### src/hdl/tcw_pkg.sv
// Shared types and constants of the text console writer.
package tcw_pkg;

   // Operation codes of an input item
   localparam logic OP_PUT  = 1'b0;
   localparam logic OP_READ = 1'b1;

   // Character codes with a meaning of their own
   localparam logic [7:0] CHAR_NUL       = 8'h00;
   localparam logic [7:0] CHAR_BACKSPACE = 8'h08;
   localparam logic [7:0] CHAR_NEWLINE   = 8'h0A;
   localparam logic [7:0] CHAR_BLANK     = 8'h20;

   // Sequencer states
   typedef enum logic [2:0] {
      ST_CLEAR,
      ST_IDLE,
      ST_READ,
      ST_PRIME,
      ST_SCROLL
   } state_type;

   // Store write request and scroll demand raised by the cursor unit
   typedef struct packed {
      logic write;
      logic scroll;
   } put_ctl_type;

endpackage

### src/hdl/tcw_cursor.sv
// Cursor unit: row, column and linear position, and the store write of a put.
module tcw_cursor #(
   parameter int COLUMNS = 80,
   parameter int ROWS    = 25
) (
   input  logic                               clock,
   input  logic                               reset,
   input  logic                               put_en,
   input  logic [7:0]                         character,
   output tcw_pkg::put_ctl_type               ctl,
   output logic [$clog2(ROWS*COLUMNS)-1:0]    wr_addr,
   output logic [7:0]                         wr_data,
   output logic [$clog2(ROWS*COLUMNS)-1:0]    cursor_pos
);
   import tcw_pkg::*;

   localparam int POS_W = $clog2(ROWS*COLUMNS);
   localparam int ROW_W = $clog2(ROWS);
   localparam int COL_W = $clog2(COLUMNS);
   localparam int LAST_ROW_START = (ROWS - 1) * COLUMNS;

   logic [ROW_W-1:0] row_ff, row_in;
   logic [COL_W-1:0] col_ff, col_in;
   logic [POS_W-1:0] pos_ff, pos_in;

   // Next cursor and store write for one put
   always_comb begin
      logic last_col;
      logic last_row;
      logic next_row;
      last_col = (col_ff == COL_W'(COLUMNS - 1));
      last_row = (row_ff == ROW_W'(ROWS - 1));
      next_row = 1'b0;
      row_in   = row_ff;
      col_in   = col_ff;
      pos_in   = pos_ff;
      ctl      = '0;
      wr_addr  = pos_ff;
      wr_data  = character;
      if (put_en) begin
         case (character)
            CHAR_NUL: begin
            end
            CHAR_BACKSPACE: begin
               if (col_ff != '0) begin
                  col_in    = col_ff - COL_W'(1);
                  pos_in    = pos_ff - POS_W'(1);
                  ctl.write = 1'b1;
                  wr_addr   = pos_ff - POS_W'(1);
                  wr_data   = CHAR_BLANK;
               end
            end
            default: begin
               if (character == CHAR_NEWLINE) begin
                  next_row = 1'b1;
               end else begin
                  ctl.write = 1'b1;
                  if (last_col) begin
                     next_row = 1'b1;
                  end else begin
                     col_in = col_ff + COL_W'(1);
                     pos_in = pos_ff + POS_W'(1);
                  end
               end
            end
         endcase
         // Start of the next row, scrolling from the last one
         if (next_row) begin
            col_in = '0;
            if (last_row) begin
               ctl.scroll = 1'b1;
               pos_in     = POS_W'(LAST_ROW_START);
            end else begin
               row_in = row_ff + ROW_W'(1);
               pos_in = pos_ff + (POS_W'(COLUMNS) - POS_W'(col_ff));
            end
         end
      end
   end

   always_ff @(posedge clock) begin
      if (reset) begin
         row_ff <= '0;
         col_ff <= '0;
         pos_ff <= '0;
      end else begin
         row_ff <= row_in;
         col_ff <= col_in;
         pos_ff <= pos_in;
      end
   end

   assign cursor_pos = pos_ff;

endmodule

### config.mk
export PLATFORM = sky130hd
export DESIGN_NAME = tcw_cursor
export DESIGN_NICKNAME = d
export VERILOG_FILES = /design/src/hdl/tcw_pkg.sv /design/src/hdl/tcw_cursor.sv
export SDC_FILE = /design/constraint.sdc
export NUM_CORES = 1
export LEC_CHECK = 0
export BUFFER_PORTS_ARGS = -buffer_cell sky130_fd_sc_hd__buf_4
export CORE_MARGIN = 3
export CORE_UTILIZATION = 57
export CTS_BUF_LIST = sky130_fd_sc_hd__clkbuf_16
export DETAILED_ROUTE_END_ITERATION = 10
export PLACE_DENSITY = 0.9
export SETUP_SLACK_MARGIN = 0.3
export SYNTH_ARGS = -nofsm -noshare
export SYNTH_HDL_FRONTEND = slang
export SYNTH_SLANG_ARGS = --single-unit
### constraint.sdc
create_clock -name clock -period 3.5 [get_ports clock]
set_clock_uncertainty 0.05 [all_clocks]
set_input_delay 0.175 -clock clock [delete_from_list [all_inputs] [get_ports clock]]
set_output_delay 0.175 -clock clock [all_outputs]
set_load 0.03 [all_outputs]
==> results of run 1 <==
## worst reg2reg max path: cells and delay by family (launching register included)
family	cells	cell delay, ps
xor+xnor	2	230
flops	1	370
fa+ha+maj	2	400
compound gates	4	890
mux	1	370
buf+inv	1	80
simple gates	2	550
## stage by stage
step / util [%] / area, sq um
finish: 71.3 / 2960
global route: 71.3 / 2960
CTS: 70.4 / 2920
detailed placement: 68.3 / 2830
global placement: 68.3 / 2830
floorplan: - / 2540
## power breakdown
group          switching (mW)  leakage (nW)  internal (mW)
combinational           0.107          1.03         0.0700
clock                   0.104        0.0409          0.154
sequential             0.0118         0.188          0.266
## Yosys cell counts, drive strengths merged, types with 11 or more instances
cell type	instances
nor2	45
dfxtp	23
a21oi	22
ha	21
clkbuf	19
nand2	18
o21ai	17
xnor2	17
inv	13
nor3	11
## worst max path at each step
| stage | startpoint | slack (ps) | end | depth (start not counted) |
|---|---|---|---|---|
| floorplan | col_ff[0]$_SDFFE_PP0P_ | 430 | cursor_pos[10]$_SDFFE_PP0P_ | 12 |
| global placement | col_ff[0]$_SDFFE_PP0P_ | 340 | cursor_pos[10]$_SDFFE_PP0P_ | 12 |
| detailed placement | col_ff[0]$_SDFFE_PP0P_ | 180 | cursor_pos[10]$_SDFFE_PP0P_ | 12 |
| CTS | col_ff[0]$_SDFFE_PP0P_ | 330 | cursor_pos[10]$_SDFFE_PP0P_ | 12 |
| global route | col_ff[0]$_SDFFE_PP0P_ | 320 | cursor_pos[10]$_SDFFE_PP0P_ | 12 |
| finish | col_ff[0]$_SDFFE_PP0P_ | 460 | cursor_pos[10]$_SDFFE_PP0P_ | 12 |
## cell type report
class                      instances  area (sq um)
tap                               50          62.6
multi-input combinational        277          1940
sequential                        23           467
timing repair buffer              48           360
fill                             317          1190
clock buffer                       3          75.1
clock inverter                     1          5.00
inverter                          13          48.8
## cell families after synthesis
| group | after synthesis | share of synthesized area, % |
|---|---|---|
| AO/OA/AOI/OAI | 90 | 24.8 |
| buffers and inverters | 40 | 6.71 |
| XOR/XNOR | 27 | 9.32 |
| AND/OR/NAND/NOR | 131 | 26.6 |
| adder cells (fa/ha/maj) | 23 | 11.9 |
| flip-flops | 23 | 18.1 |
| multiplexers | 6 | 2.51 |
## metal layers
layer / track usage (%) / vias to the layer above / share of wire [%]
li1: - / 1302 / -
met1: 36.0 / 1290 / 39
met2: 43.9 / 170 / 47
met3: 4.68 / 35 / 9.6
met4: 10.2 / 0 / 3.9
met5: 0 / - / 0
## flip-flops by register name (all words and copies together) (netlist names)
signal / count
row_ff: 5
col_ff: 7
cursor_pos: 11
## repair_timing
item                                    4_1_cts  5_1_grt
pin swaps                                     0        2
buffers inserted                              0        1
gates resized for setup                       3       11
endpoints found under the setup margin        1        1
==> run metrics, run 1 <==
unrepaired setup endpoints after global routing=false; CTS HTree Levels=1; DRT iter0 DRCs=313; total of max-cap violations=0; most frequent cells in the layout=buf_4 (48), nor2_1 (45), a21oi_1 (21); vias in the first global route=2505; Final nets=400; via count=2797; Die Y=72.7 um; Final HPWL DP=5220 um; # diodes=0; fin crit period=3040 ps; commonest non-fill, non-tap cell in the layout=buf_4; GPL Wtd Cong=0.927; GRT Total Usage=27.2%; die width=72.7 um; antenna violations before repair=0; final cell count without fillers=415; Tightest Pin Transition=789 ps; total die area=0.00529 sq mm; CP Data Arrival Time=3160 ps; share of post-route cells with drive strength above 1=20.0%; Post-Route WL=7340 um; status=finished, final reports clean; Slowest cell on crit path=or3b_4; Yosys top cell area share=18.1%; total negative slack=0 ps; Max Buffers Root-to-Sink=2; Final Max Slew Viols=0; Worst path max stage delay=420 ps; Core ar.=0.00414 sq mm; WHS=235 ps; Area Growth Syn to Fin=16.5%; cells on worst reg2reg path=12; drt drc=0; vias per cell=6.74; Worst EP required=3620 ps; maximum vdd ir drop=0.240 mV; HP Start=reset; starting density of the core=61.2%; clock sink total=23; WS Path Type=reg2reg; hold depth=2; Post-Synthesis Cells=340; # setup viols final=0; FMAX=0.329 GHz; top post-synthesis cells by area=dfxtp_1 (18%), ha_1 (10%), nor2_1 (6.7%); # placed instances=410; clock latency on the worst-skew pair=260 ps; synthesized area per cell=7.46 sq um; CP Cell Sequence=inv_2, ha_2, or3b_4, a21oi_4, xnor2_1, ha_2, a21o_1, a2111o_1, o22ai_2, xnor2_1, mux2_2, nor4_2; CTS buffer count=3; Yosys warning total=0; largest net degree at the start of global routing=27; PnR worst setup slack=461 ps; Remaining Overflow, GRT=0; row count=23; WL/cell=17.7 um; register area share after synthesis=18.1%; worst-path fanout max=8; fraction of registers with async set/reset=0%; number of synthesized flops with an enable pin=0; Final Power=713 uW; pre-CTS WS=182 ps; first-pass GRT wire length=11600 um; Startpoint Class=register; I/O pin count=43; CTS clk-pin slew, worst paths=70 ps; Port Buffers=42; Final ANT Viol Nets=0; hold_buf cts=0; number of synthesized register bits=23; hold endpoint=row_ff[1]$_SDFFE_PP0P_; Netlist cell types=63; flop2flop setup slack=460 ps; Synthesized Nets=374; CTS tree=yes; commonest register cell after synthesis=dfxtp_1; DR pass1 iterations=5; Tightest Hold Check Type=in2reg; Reg-to-Reg End=cursor_pos[10]$_SDFFE_PP0P_; CP Capture Type=register; Cell Pwr Density=241 mW/mm^2; R2R Path Start=col_ff[0]$_SDFFE_PP0P_; largest area contributor in the netlist=dfxtp_1; root buf cell=clkbuf_16; Hold Fails Final Rpt=0; synthesized area=0.00254 sq mm; delay-heaviest family, CP=compound AO/OA/AOI/OAI gates; Slew headroom=46.0%; final worst path period share=86.8%; leakage=1.26 nW; CP bufs+invs=1
Power figures use the tool's default switching activity.
==> inputs of run 2 (changes only) <==
--- a/config.mk
+++ b/config.mk
@@ -6,12 +6,15 @@
 export NUM_CORES = 1
 export LEC_CHECK = 0
 export BUFFER_PORTS_ARGS = -buffer_cell sky130_fd_sc_hd__buf_4
+export CELL_PAD_IN_SITES_DETAIL_PLACEMENT = 1
+export CELL_PAD_IN_SITES_GLOBAL_PLACEMENT = 2
 export CORE_MARGIN = 3
-export CORE_UTILIZATION = 57
+export CORE_UTILIZATION = 32
 export CTS_BUF_LIST = sky130_fd_sc_hd__clkbuf_16
 export DETAILED_ROUTE_END_ITERATION = 10
-export PLACE_DENSITY = 0.9
+export PLACE_DENSITY_LB_ADDON = 0.1
 export SETUP_SLACK_MARGIN = 0.3
+export SKIP_LAST_GASP = 1
 export SYNTH_ARGS = -nofsm -noshare
 export SYNTH_HDL_FRONTEND = slang
 export SYNTH_SLANG_ARGS = --single-unit
==> run 2 against run 1 <==
Global-route usage shrank 7.3 points; combinational power is essentially flat; first-iteration DRC count shrank 70%; critical path type unchanged; via count shrank 4.2%; highest routed layer unchanged; largest power group unchanged; largest cell class unchanged; count of clock-buffer cells in the layout is the same.
==> run metrics, run 2 (synthesis results as in run 1) <==
status=finished, final reports clean; Slew headroom=47.4%; # placed instances=466; Multi-input gate area=0.00194 sq mm; total of max-cap violations=0; CTS HTree Levels=1; DR pass1 iterations=4; max FFs per register=11; Final ANT Viol Nets=0; first-pass GRT wire length=13900 um; Worst path max stage delay=410 ps; hold_buf cts=0; drt drc=0; cell mode on critical path=xnor2_1; Area Growth Syn to Fin=20.7%; die width=95.0 um; vias in the first global route=2634; via count=2679; share of post-route cells with drive strength above 1=20.5%; fin crit period=3030 ps; CTS tree=yes; Worst EP required=3630 ps; WS Path Type=reg2reg; Gate power share=24.9%; Max Buffers Root-to-Sink=2; WL/cell=18.8 um; final worst path period share=86.5%; unrepaired setup endpoints after global routing=false; FMAX=0.330 GHz; most frequent cells in the layout=buf_4 (54), nor2_1 (44), dfxtp_1 (22); clock sink total=23; Clock power frac=37.0%; clock latency on the worst-skew pair=270 ps; I/O pin count=43; Port Buffers=42; CP bufs+invs=1; total die area=0.00903 sq mm; commonest non-fill, non-tap cell in the layout=buf_4; final-layout fill cell count=938; Die Y=95.0 um; Startpoint Class=register; CTS buffer count=3; CP Capture Type=register; Psw=235 uW; CP Cell Sequence=inv_1, ha_2, or3b_4, a21oi_2, xnor2_1, ha_1, a21o_1, a2111o_1, o22ai_2, xnor2_1, mux2_2, nor4_2; CP Data Arrival Time=3160 ps; worst-path fanout max=4; Tightest Hold Check Type=in2reg; CTS clk-pin slew, worst paths=70 ps; WHS=230 ps; maximum vdd ir drop=0.142 mV; sw frac=32.4%; root buf cell=clkbuf_16; delay-heaviest family, CP=compound AO/OA/AOI/OAI gates; Hold Fails Final Rpt=0; Tightest Pin Transition=769 ps; Slowest cell on crit path=or3b_4; starting density of the core=33.9%; largest net degree at the start of global routing=27; leakage=1.29 nW; Final HPWL DP=6880 um; cell-internal power=491 uW; Post-Route WL=8840 um; final cell count without fillers=470; Remaining Overflow, GRT=0; vias per cell=5.70; GRT Total Usage=19.9%; Flop pwr share=38.2%; GPL Wtd Cong=0.810; Final nets=406; total negative slack=0 ps; # setup viols final=0; DRT iter0 DRCs=95; row count=31; Cell Pwr Density=237 mW/mm^2; FF/Latch Area=462 sq um; antenna violations before repair=0; Final Max Slew Viols=0; Core ar.=0.00749 sq mm; # diodes=0
run 2: path summary, 6_finish.rpt:
kind,start,to,slack [ps],cells past startpoint
max reg2reg,col_ff[0]$_SDFFE_PP0P_,cursor_pos[10]$_SDFFE_PP0P_,470,12
max,col_ff[0]$_SDFFE_PP0P_,cursor_pos[10]$_SDFFE_PP0P_,470,12
min,reset,col_ff[4]$_SDFFE_PP0P_,230,2
min reg2reg,row_ff[4]$_SDFFE_PP0P_,row_ff[4]$_SDFFE_PP0P_,500,2
run 2: layout make-up:
type                    count  area share [%]
well taps                  99            4.05
multi-input cells         277            63.5
clock inverters             1           0.123
inverters                  13            1.59
clock buffers               3            2.45
repair buffers             54            13.2
flip-flops and latches     23            15.1
run 2: power by group through the flow:
stage                     registers, mW  clock network (mW)  logic [mW]
after detailed placement          0.283                   0       0.179
final                             0.277               0.268       0.180
after CTS                         0.277               0.270       0.181
after global routing              0.279               0.280       0.199
after global placement            0.283                   0       0.177
after floorplan                   0.284                   0       0.113
run 2: metal layers:
layer / track usage, % / wire length, um
met1: 27.1 / 4180
met2: 34.1 / 4310
met3: 2.05 / 244
met4: 3.73 / 99
met5: 0 / 0
run 2: stage by stage:
stage               setup WS, ps  area (sq um)  total power [mW]  util (%)
global placement             306          2950             0.461      39.3
global route                 306          3060             0.757      40.9
CTS                          318          3030             0.728      40.5
finish                       471          3060             0.726      40.9
detailed placement           190          2950             0.462      39.3
floorplan                    428          2540             0.397         -
run 2: repair_timing:
item	in CTS	in global routing
gates cloned	0	0
pin swaps	0	1
endpoints found under the setup margin	1	1
buffers inserted	0	0
gates resized for setup	2	7
